## src/hdl/mck_pkg.sv

```systemverilog
// Types, constants and the character code table of the keyer.
package mck_pkg;

   localparam int unsigned TIME_W = 16;
   localparam int unsigned PAT_W  = 6;
   localparam int unsigned LEN_W  = 3;
   localparam int unsigned IDX_W  = 3;

   localparam logic [IDX_W-1:0] CSR_DOT_TIME    = 3'd0;
   localparam logic [IDX_W-1:0] CSR_DASH_TIME   = 3'd1;
   localparam logic [IDX_W-1:0] CSR_ELEMENT_GAP = 3'd2;
   localparam logic [IDX_W-1:0] CSR_CHAR_GAP    = 3'd3;
   localparam logic [IDX_W-1:0] CSR_WORD_GAP    = 3'd4;

   localparam logic [TIME_W-1:0] RST_DOT_TIME    = 16'd200;
   localparam logic [TIME_W-1:0] RST_DASH_TIME   = 16'd600;
   localparam logic [TIME_W-1:0] RST_ELEMENT_GAP = 16'd200;
   localparam logic [TIME_W-1:0] RST_CHAR_GAP    = 16'd400;
   localparam logic [TIME_W-1:0] RST_WORD_GAP    = 16'd1200;

   localparam logic [7:0] CHAR_SPACE = 8'h20;

   // Element patterns, first element in the most significant used bit, 1 = dash.
   localparam logic [4:0] DIGIT_PAT [10] = '{
      5'h1F, 5'h0F, 5'h07, 5'h03, 5'h01, 5'h00, 5'h10, 5'h18, 5'h1C, 5'h1E
   };
   localparam logic [3:0] LETTER_PAT [26] = '{
      4'd1, 4'd8, 4'd10, 4'd4, 4'd0, 4'd2, 4'd6, 4'd0, 4'd0, 4'd7, 4'd5, 4'd4, 4'd3,
      4'd2, 4'd7, 4'd6, 4'd13, 4'd2, 4'd0, 4'd1, 4'd1, 4'd1, 4'd3, 4'd9, 4'd11, 4'd12
   };
   localparam logic [2:0] LETTER_LEN [26] = '{
      3'd2, 3'd4, 3'd4, 3'd3, 3'd1, 3'd4, 3'd3, 3'd4, 3'd2, 3'd4, 3'd3, 3'd4, 3'd2,
      3'd2, 3'd3, 3'd4, 3'd4, 3'd3, 3'd3, 3'd1, 3'd3, 3'd4, 3'd3, 3'd4, 3'd4, 3'd4
   };

   typedef struct packed {
      logic [PAT_W-1:0] pat;
      logic [LEN_W-1:0] len;
   } code_type;

   typedef enum logic [3:0] {
      ST_IDLE  = 4'b0001,
      ST_ON    = 4'b0010,
      ST_GAP   = 4'b0100,
      ST_FINAL = 4'b1000
   } state_type;

   // Controller to datapath.
   typedef struct packed {
      logic take_char;
      logic emit_on;
      logic emit_gap;
      logic emit_final;
   } cmd_type;

   // Datapath to controller.
   typedef struct packed {
      logic is_space;
      logic no_elems;
      logic last_elem;
      logic out_free;
   } status_type;

   // Pattern and element count of a character; unknown characters give len 0.
   function automatic code_type lookup_char(input logic [7:0] ch);
      code_type   c;
      logic [7:0] up;
      logic [7:0] ofs;
      begin
         c   = '0;
         up  = ch;
         ofs = '0;
         if (ch >= 8'h61 && ch <= 8'h7A) begin
            up = ch - 8'd32;
         end
         if (ch >= 8'h30 && ch <= 8'h39) begin
            ofs   = ch - 8'h30;
            c.pat = {1'b0, DIGIT_PAT[ofs[3:0]]};
            c.len = 3'd5;
         end else if (up >= 8'h41 && up <= 8'h5A) begin
            ofs   = up - 8'h41;
            c.pat = {2'b00, LETTER_PAT[ofs[4:0]]};
            c.len = LETTER_LEN[ofs[4:0]];
         end else begin
            case (ch)
               8'h2E: c = '{pat: 6'h15, len: 3'd6};
               8'h2C: c = '{pat: 6'h33, len: 3'd6};
               8'h3F: c = '{pat: 6'h0C, len: 3'd6};
               8'h21: c = '{pat: 6'h2B, len: 3'd6};
               8'h2D: c = '{pat: 6'h21, len: 3'd6};
               8'h40: c = '{pat: 6'h1A, len: 3'd6};
               8'h29: c = '{pat: 6'h2D, len: 3'd6};
               8'h2F: c = '{pat: 6'h12, len: 3'd5};
               8'h28: c = '{pat: 6'h16, len: 3'd5};
               default: c = '0;
            endcase
         end
         return c;
      end
   endfunction

endpackage

```

## src/hdl/mck_ctrl.sv

```systemverilog
// Sequencer that walks one character through its segments.
module mck_ctrl
   import mck_pkg::*;
(
   input  logic       clock,
   input  logic       reset,
   input  logic       req_valid,
   output logic       req_stall,
   input  status_type status,
   output cmd_type    cmd
);

   state_type state_ff;
   state_type state_in;

   always_comb begin
      state_in = state_ff;
      cmd      = '0;
      case (state_ff)
         ST_IDLE: begin
            if (req_valid) begin
               cmd.take_char = 1'b1;
               state_in      = ST_ON;
            end
         end
         ST_ON: begin
            // space and unknown characters go straight to their closing gap
            if (status.is_space || status.no_elems) begin
               state_in = ST_FINAL;
            end else if (status.out_free) begin
               cmd.emit_on = 1'b1;
               state_in    = ST_GAP;
            end
         end
         ST_GAP: begin
            if (status.out_free) begin
               cmd.emit_gap = 1'b1;
               state_in     = status.last_elem ? ST_FINAL : ST_ON;
            end
         end
         ST_FINAL: begin
            if (status.out_free) begin
               cmd.emit_final = 1'b1;
               state_in       = ST_IDLE;
            end
         end
         default: state_in = ST_IDLE;
      endcase
   end

   always_ff @(posedge clock) begin
      if (reset) begin
         state_ff <= ST_IDLE;
      end else begin
         state_ff <= state_in;
      end
   end

   assign req_stall = (state_ff != ST_IDLE);

endmodule

```

## src/hdl/mck_dp.sv

```systemverilog
// Timing registers, character pattern shifter and result register.
module mck_dp
   import mck_pkg::*;
(
   input  logic              clock,
   input  logic              reset,
   input  logic              csr_write_enable,
   input  logic [IDX_W-1:0]  csr_index,
   input  logic [TIME_W-1:0] csr_write_data,
   input  logic [7:0]        req_char_code,
   input  logic              rsp_stall,
   output logic              rsp_valid,
   output logic              rsp_light_on,
   output logic [TIME_W-1:0] rsp_duration,
   output logic              rsp_last,
   input  cmd_type           cmd,
   output status_type        status
);

   logic [TIME_W-1:0] dot_time_ff, dash_time_ff, element_gap_ff, char_gap_ff, word_gap_ff;
   logic              space_ff;
   logic [PAT_W-1:0]  pat_ff, pat_in;
   logic [LEN_W-1:0]  count_ff, count_in;
   logic              rsp_valid_ff, rsp_valid_in;
   logic              light_on_ff;
   logic [TIME_W-1:0] duration_ff;
   logic              last_ff;
   code_type          code;
   logic [LEN_W-1:0]  shift_amt;
   logic              emit;

   always_ff @(posedge clock) begin
      if (reset) begin
         dot_time_ff    <= RST_DOT_TIME;
         dash_time_ff   <= RST_DASH_TIME;
         element_gap_ff <= RST_ELEMENT_GAP;
         char_gap_ff    <= RST_CHAR_GAP;
         word_gap_ff    <= RST_WORD_GAP;
      end else if (csr_write_enable) begin
         case (csr_index)
            CSR_DOT_TIME:    dot_time_ff    <= csr_write_data;
            CSR_DASH_TIME:   dash_time_ff   <= csr_write_data;
            CSR_ELEMENT_GAP: element_gap_ff <= csr_write_data;
            CSR_CHAR_GAP:    char_gap_ff    <= csr_write_data;
            CSR_WORD_GAP:    word_gap_ff    <= csr_write_data;
            default: ;
         endcase
      end
   end

   // Left-align the pattern so the next element is always the top bit.
   always_comb begin
      code      = lookup_char(req_char_code);
      shift_amt = LEN_W'(PAT_W) - code.len;
      pat_in    = pat_ff;
      count_in  = count_ff;
      if (cmd.take_char) begin
         pat_in   = code.pat << shift_amt;
         count_in = code.len;
      end else if (cmd.emit_gap) begin
         pat_in   = {pat_ff[PAT_W-2:0], 1'b0};
         count_in = count_ff - 1'b1;
      end
   end

   always_ff @(posedge clock) begin
      pat_ff   <= pat_in;
      count_ff <= count_in;
      if (cmd.take_char) begin
         space_ff <= (req_char_code == CHAR_SPACE);
      end
   end

   assign emit = cmd.emit_on | cmd.emit_gap | cmd.emit_final;

   always_comb begin
      rsp_valid_in = rsp_valid_ff;
      if (emit) begin
         rsp_valid_in = 1'b1;
      end else if (!rsp_stall) begin
         rsp_valid_in = 1'b0;
      end
   end

   always_ff @(posedge clock) begin
      if (reset) begin
         rsp_valid_ff <= 1'b0;
      end else begin
         rsp_valid_ff <= rsp_valid_in;
      end
   end

   always_ff @(posedge clock) begin
      if (emit) begin
         light_on_ff <= cmd.emit_on;
         last_ff     <= cmd.emit_final;
         if (cmd.emit_on) begin
            duration_ff <= pat_ff[PAT_W-1] ? dash_time_ff : dot_time_ff;
         end else if (cmd.emit_gap) begin
            duration_ff <= element_gap_ff;
         end else begin
            duration_ff <= space_ff ? word_gap_ff : char_gap_ff;
         end
      end
   end

   assign status.is_space  = space_ff;
   assign status.no_elems  = (count_ff == '0);
   assign status.last_elem = (count_ff == LEN_W'(1));
   assign status.out_free  = !rsp_valid_ff || !rsp_stall;

   assign rsp_valid    = rsp_valid_ff;
   assign rsp_light_on = light_on_ff;
   assign rsp_duration = duration_ff;
   assign rsp_last     = last_ff;

endmodule

```

## src/hdl/morse_code_keyer_core.sv

```systemverilog
// Morse keyer: one ASCII character in, light/dark keying segments out.
//
// Input beats carry req_char_code; the block takes one when req_valid is
// high and req_stall low, then holds req_stall high until the character's
// last segment has been loaded into the result register. Result beats carry
// rsp_light_on, rsp_duration (ms) and rsp_last, which marks the final segment
// of a character. A letter of n elements gives 2n+1 beats; a space or an
// unknown character gives one.
// The sequencer loads an input beat into the pattern shifter and enters ON,
// where the first segment is registered into the result register; a space or
// an unknown character passes on to FINAL before its one segment is registered.
// The sequencer emits one segment per cycle into a single result register
// while rsp_stall is low. The next character is taken while the final segment
// still waits downstream.
// When rsp_stall is high the result register holds and the sequencer waits.
// Reset (synchronous) restores the five timing registers to 200/600/200/
// 400/1200 ms, empties the result register and returns to idle.
// Timing registers are to be written through csr_* only while the block is idle; the block does not enforce it.
module morse_code_keyer_core
   import mck_pkg::*;
(
   input  logic              clock,
   input  logic              reset,
   input  logic              csr_write_enable,
   input  logic [IDX_W-1:0]  csr_index,
   input  logic [TIME_W-1:0] csr_write_data,
   input  logic              req_valid,
   output logic              req_stall,
   input  logic [7:0]        req_char_code,
   output logic              rsp_valid,
   input  logic              rsp_stall,
   output logic              rsp_light_on,
   output logic [TIME_W-1:0] rsp_duration,
   output logic              rsp_last
);

   cmd_type    cmd;
   status_type status;

   mck_ctrl u_ctrl (
      .clock     (clock),
      .reset     (reset),
      .req_valid (req_valid),
      .req_stall (req_stall),
      .status    (status),
      .cmd       (cmd)
   );

   mck_dp u_dp (
      .clock            (clock),
      .reset            (reset),
      .csr_write_enable (csr_write_enable),
      .csr_index        (csr_index),
      .csr_write_data   (csr_write_data),
      .req_char_code    (req_char_code),
      .rsp_stall        (rsp_stall),
      .rsp_valid        (rsp_valid),
      .rsp_light_on     (rsp_light_on),
      .rsp_duration     (rsp_duration),
      .rsp_last         (rsp_last),
      .cmd              (cmd),
      .status           (status)
   );

endmodule

```

## config.mk

```make
export PLATFORM = sky130hd
export DESIGN_NAME = morse_code_keyer_core
export DESIGN_NICKNAME = d
export VERILOG_FILES = /design/src/hdl/mck_pkg.sv /design/src/hdl/mck_ctrl.sv /design/src/hdl/mck_dp.sv /design/src/hdl/morse_code_keyer_core.sv
export SDC_FILE = /design/constraint.sdc
export NUM_CORES = 1
export LEC_CHECK = 0
export ABC_AREA = 1
export BUFFER_PORTS_ARGS = -buffer_cell sky130_fd_sc_hd__buf_2
export CORE_MARGIN = 5
export CORE_UTILIZATION = 35
export CTS_BUF_LIST = sky130_fd_sc_hd__clkbuf_8
export CTS_CLUSTER_DIAMETER = 30
export DETAILED_ROUTE_END_ITERATION = 10
export SLEW_MARGIN = 20
export SYNTH_ARGS = -nofsm -noshare
export SYNTH_HDL_FRONTEND = slang
export SYNTH_SLANG_ARGS = --single-unit
export TNS_END_PERCENT = 5
```

## constraint.sdc

```tcl
create_clock -name clock -period 3.7 [get_ports clock]
set_clock_uncertainty 0.05 [all_clocks]
set_input_delay 0.37 -clock clock [delete_from_list [all_inputs] [get_ports clock]]
set_output_delay 0.37 -clock clock [all_outputs]
set_load 0.02 [all_outputs]
```

==> impl_metrics.json, run 1 <==
{
  "status": "finished clean",
  "finalSetupViolCount": 0,
  "ctsHoldBuffers": 0,
  "drtIter0Drc": 353,
  "cp.required_ps": 3830,
  "h-tree-depth": 4,
  "reg2reg_slack_ps": 1320,
  "async_reset_ff_share_pct": 0,
  "start_kind": "input pin",
  "synthFlopType": "dfxtp_1",
  "finalSetupTns_ps": 0,
  "track_usage_pct": 15.9,
  "ys_types": 29,
  "antenna_found_initial": 0,
  "ir_worst_vdd_v": 0.000223,
  "crit_type": "in -> reg",
  "worstPathArrival_ps": 2850,
  "path_clk_slew_ps": 70,
  "grt_pass1_vias": 5138,
  "post-route-drc-count": 0,
  "dieWidth_um": 141,
  "rsz0062_at_grt": "false",
  "clk_path_buf_depth": 2,
  "synth_nets": 871,
  "diodes": 0,
  "finalCritPeriodShare_pct": 73.4,
  "grt_max_degree": 78,
  "fmax_ghz": 0.368,
  "area_growth_syn_to_layout_pct": 14.5,
  "fillers": 1762,
  "period_minus_slack_ps": 2720,
  "drt-vias-per-instance": 4.97,
  "cpMaxStageDelayCell": "ha_1",
  "crit_path_end_kind": "register",
  "worstSkewPairLatency_ps": 430,
  "max_stage_delay_ps": 420,
  "hp-class": "in -> reg",
  "firstDrtPassIters": 4,
  "p_sw_mw": 0.923,
  "root_buffer": "clkbuf_8",
  "max_slew_margin_pct": 28.3,
  "crit_path_frequent_cell": "nand2_1",
  "worstPathCellList": "buf_2 -> inv_2 -> ha_1 -> inv_1 -> ha_1 -> nand2_1 -> o21ai_0 -> o21ai_2 -> nand2_2 -> o21bai_4 -> ha_1 -> inv_1 -> nand2_1 -> nand2_1 -> nand2_1 -> inv_2 -> nand2_1 -> nand3_1",
  "io_buffer_count": 51,
  "postSynthAreaPerCell_um2": 7.22,
  "final_layout_size_suffix_gt1_share_pct": 12.7,
  "dp_hpwl_mm": 10.2,
  "yosys_warnings": 0,
  "ys_seq_area_share_pct": 42.6,
  "cts_setup_buffers": 0,
  "boundaryPins": 52,
  "p_clk_share_pct": 38.7,
  "p_int_mw": 2.32,
  "vias": 5475,
  "avgRoutedWirePerCell_um": 14.0,
  "gp_congestion": 0.886,
  "core_mm2": 0.0166,
  "die-height_um": 141,
  "cts_tree": "built",
  "cts_inserted_buffers": 17,
  "synth-edff-count": 28,
  "cts_resized": 0,
  "grt_overflow": 0,
  "power_density_mw_per_mm2": 474,
  "switching_share_pct": 28.5,
  "synthCells": 826,
  "seq_power_share_pct": 44.4,
  "p_leak_nw": 3.13,
  "netlist_area_mm2": 0.00597,
  "hold_viol_final": 0,
  "maxCapViolCount": 0,
  "rows": 47,
  "combPwrFrac_pct": 16.8,
  "stdcell_count": 1102,
  "die_area_mm2": 0.0198,
  "cts_sinks": 113,
  "final_max_slew_viol_count": 0,
  "worst_slew_pin_slew_ps": 1080,
  "fin_nets": 914,
  "crit_fanout": 13,
  "placed_cells": 1070,
  "floorplan.initialDensity_pct": 35.9,
  "ys_ff_latch": 113,
  "grt_first_pass_wirelength_mm": 25.9,
  "drt-total-wl_mm": 15.4,
  "drtAntennaViolNets": 0
}
worst paths after layout:
check	start	end	cells after the start
max	req_char_code[0]	u_dp.pat_ff[5]$_DFFE_PP_	18
min reg2reg	u_dp.char_gap_ff[6]$_SDFFE_PP0P_	u_dp.char_gap_ff[6]$_SDFFE_PP0P_	2
max reg2reg	u_dp.count_ff[0]$_DFFE_PP_	u_dp.rsp_duration[4]$_DFFE_PP_	7
min	csr_write_data[5]	u_dp.word_gap_ff[5]$_SDFFE_PP1P_	3
routing by layer:
layer  track usage [%]  part of all wire, %
met5                 0                    0
met2              25.5                   45
met4              4.13                  1.3
met1              21.9                   50
met3              3.22                  3.8
cell families after synthesis:
family / after synthesis / synth area share [%]
AND/OR/NAND/NOR: 401 / 28.1
AO/OA/AOI/OAI: 172 / 16.3
flip-flops: 113 / 42.6
buffers and inverters: 110 / 7.46
multiplexers: 16 / 2.68
adder cells (fa/ha/maj): 13 / 2.73
XOR/XNOR: 1 / 0.147
cells in the final DEF (no fill, tap or decap), drive strengths merged, types with 7 or more instances in the layout:
cell / count
nor2: 144
nand2: 179
clkbuf: 19
inv: 75
ha: 13
o211ai: 33
mux2i: 16
buf: 60
edfxtp: 28
nand3: 67
dfxtp: 85
o21ai: 109
nand4: 7
a21oi: 26
layout make-up:
cell class / count / area, µm² / area share [%]
inverters: 74 / 278 / 4.07
multi-input cells: 603 / 2980 / 43.7
clock inverters: 13 / 168 / 2.45
clock buffers: 19 / 262 / 3.83
flip-flops and latches: 113 / 2540 / 37.2
repair buffers: 60 / 323 / 4.73
well taps: 220 / 275 / 4.03
stage by stage:
step           hold WS, ps  worst slack (ps)  power, mW  instance area (µm²)  util, %
6_report               166               983       3.24                 6830     41.0
5_1_grt                149               694       3.42                 6830     41.0
4_1_cts                147              1040       3.27                 6830     41.0
3_5_place_dp           393               575       2.02                 6400     38.5
3_3_place_gp           388               640       2.01                 6400     38.5
2_1_floorplan          378               844       1.84                 5970        -
critical path: cells and delay by family:
kind	cells	cell delay [ps]
fa+ha+maj	3	840
simple gates	7	620
buf+inv	5	510
compound gates	3	500
registers in the layout, summed over array words and instances (netlist names):
register and cells:
u_dp.char_gap_ff 16, u_dp.dash_time_ff 16, u_dp.word_gap_ff 16, u_dp.rsp_last 1, u_ctrl.state_ff 4, u_dp.space_ff 1, u_dp.rsp_valid 1, u_dp.element_gap_ff 16
u_dp.count_ff 3, u_dp.rsp_light_on 1, u_dp.rsp_duration 16, u_dp.pat_ff 6, u_dp.dot_time_ff 16
power by group through the flow:
stage	Combinational [mW]	Sequential [mW]	Clock, mW
final	0.546	1.44	1.25
after global routing	0.628	1.45	1.34
after CTS	0.551	1.44	1.28
after detailed placement	0.548	1.47	0
after global placement	0.547	1.47	0
after floorplan	0.395	1.45	0
Yosys cell counts (10+ instances only):
cell      instances  share of area [%]
nor2_1          140                8.8
nand3_1          65                5.5
clkbuf_1         30                1.9
edfxtp_1         28                 14
ha_1             13                2.7
dfxtp_1          85                 29
a21oi_1          25                2.1
inv_1            70                4.4
o211ai_1         33                4.2
nand2_2          10                1.0
nand2_1         169                 11
o21ai_0         108                9.1
mux2i_1          16                2.7
(Power assumes the default switching activity.)
==> run 2, diff against run 1 <==
==> constraint.sdc (replaced) <==
create_clock -name clock -period 2.4 [get_ports clock]
set_clock_uncertainty 0.05 [all_clocks]
set_input_delay 0.24 -clock clock [delete_from_list [all_inputs] [get_ports clock]]
set_output_delay 0.24 -clock clock [all_outputs]
set_load 0.02 [all_outputs]
==> impl_metrics.json, run 2 (synthesis gave the netlist of run 1 again) <==
{
  "rows": 47,
  "grt_max_degree": 78,
  "fmax_ghz": 0.484,
  "most-common-layout-cells": "168 x nand2_1, 140 x nor2_1, 107 x o21ai_0, 85 x dfxtp_1, 72 x inv_1",
  "cp.required_ps": 2540,
  "worst_slew_pin_slew_ps": 702,
  "floorplan.initialDensity_pct": 35.9,
  "grtUsageMet3_pct": 2.98,
  "finalSetupViolCount": 0,
  "drt-vias-per-instance": 4.94,
  "fillers": 1715,
  "dieWidth_um": 141,
  "grt.busiest_layer": "met2",
  "worstPathArrival_ps": 2200,
  "boundaryPins": 52,
  "start_kind": "input pin",
  "finalSetupTns_ps": 0,
  "crit_type": "in -> reg",
  "grt_first_pass_wirelength_mm": 26.3,
  "placed_cells": 1112,
  "worstSkewPairLatency_ps": 430,
  "gp_congestion": 0.862,
  "status": "finished clean",
  "h-tree-depth": 4,
  "area_growth_syn_to_layout_pct": 20.7,
  "core_mm2": 0.0166,
  "cts_setup_buffers": 0,
  "ir_worst_vdd_v": 0.000369,
  "grt_use_met2_pct": 26.6,
  "post-route-drc-count": 0,
  "p_leak_nw": 3.35,
  "die_area_mm2": 0.0198,
  "power_density_mw_per_mm2": 687,
  "cts_tree": "built",
  "ctsHoldBuffers": 0,
  "finalCritPeriodShare_pct": 86.0,
  "drt-total-wl_mm": 15.7,
  "fin_nets": 956,
  "crit_fanout": 11,
  "avgRoutedWirePerCell_um": 13.7,
  "dp_hpwl_mm": 10.8,
  "die-height_um": 141,
  "path_clk_slew_ps": 60,
  "use_met1_pct": 21.7,
  "track_usage_pct": 16.2,
  "diodes": 0,
  "power.total_mw": 4.95,
  "cts_inserted_buffers": 17,
  "grt_overflow": 0,
  "crit_path_end_kind": "register",
  "firstDrtPassIters": 5,
  "maxCapViolCount": 0,
  "cts_resized": 0,
  "worstHoldStart": "csr_write_data[5]",
  "final_layout_size_suffix_gt1_share_pct": 17.0,
  "max_slew_margin_pct": 53.2,
  "final_common_cell": "nand2_1",
  "antenna_found_initial": 0,
  "vias": 5649,
  "hp-class": "in -> reg",
  "stdcell_count": 1144,
  "setup_ws_ps": 335,
  "cts_sinks": 113,
  "period_minus_slack_ps": 2060,
  "grt_pass1_vias": 5339,
  "rsz0062_at_grt": "false",
  "root_buffer": "clkbuf_8",
  "crit_start": "req_char_code[0]",
  "drtIter0Drc": 327,
  "drtAntennaViolNets": 0,
  "final_max_slew_viol_count": 0,
  "final_util_pct": 43.3,
  "hold_viol_final": 0,
  "io_buffer_count": 51,
  "clk_path_buf_depth": 2,
  "place_ws_ps": -96.4,
  "timing.rr.start": "u_dp.count_ff[0]$_DFFE_PP_"
}
[run 2: cell types whose count changed in the layout (fill, tap and decap cells not counted), sizes merged]
cell | before | now
buf | 60 | 102
bufinv | 4 | 3
clkbuf | 19 | 20
clkinvlp | 3 | 0
inv | 75 | 78
[run 2: metrics by stage]
| step | instance area [µm²] | hold slack, ps |
|---|---|---|
| after floorplan | 6020 | 259 |
| after global placement | 6800 | 387 |
| after detailed placement | 6800 | 393 |
| after CTS | 7200 | 27.5 |
| after global routing | 7200 | 49.9 |
| final | 7200 | 41.5 |
[run 2: report_power, final]
group          leakage, nW  total [mW]  switching (mW)  internal [mW]
Clock                0.224        1.81           0.729           1.08
Combinational         2.17       0.959           0.611          0.349
Sequential           0.956        2.18          0.0600           2.12
Total                 3.35        4.95            1.40           3.55
[run 2: worst max-delay path, stage by stage]
cell      delay (ps)
buf_2            150
inv_6             40
ha_4             160
inv_2             70
ha_4             230
nand2_1          120
o21ai_0          120
o21ai_2          180
nand2_2          100
o21bai_4         180
ha_4             160
inv_1             50
nand4_1           90
nand2_1           70
nor2_1           110
nand2_1           60
nand2_1           50
nand2_1           40
[run 2: layout make-up]
cell class	instances	area, µm²	share of cell area [%]
clock buffer	20	275	3.82
clock inverter	12	126	1.75
inverter	74	285	3.96
multi-input combinational	603	3020	42.0
sequential	113	2540	35.3
tap	220	275	3.82
timing repair buffer	102	676	9.38
[run 2: final timing paths]
| check | endpoint | slack, ps | cells past startpoint |
|---|---|---|---|
| setup / recovery | u_dp.pat_ff[4]$_DFFE_PP_ | 340 | 18 |
| hold / removal | u_dp.word_gap_ff[5]$_SDFFE_PP1P_ | 40 | 3 |
| setup reg to reg | u_dp.rsp_duration[8]$_DFFE_PP_ | 380 | 9 |
| hold reg to reg | u_dp.char_gap_ff[6]$_SDFFE_PP0P_ | 410 | 2 |
[run 2: metal layers]
layer  vias up  wire length, µm
li1       2913                -
met1      2590             7550
met2       126             7180
met3        20              709
met4         0              246
met5         -                0
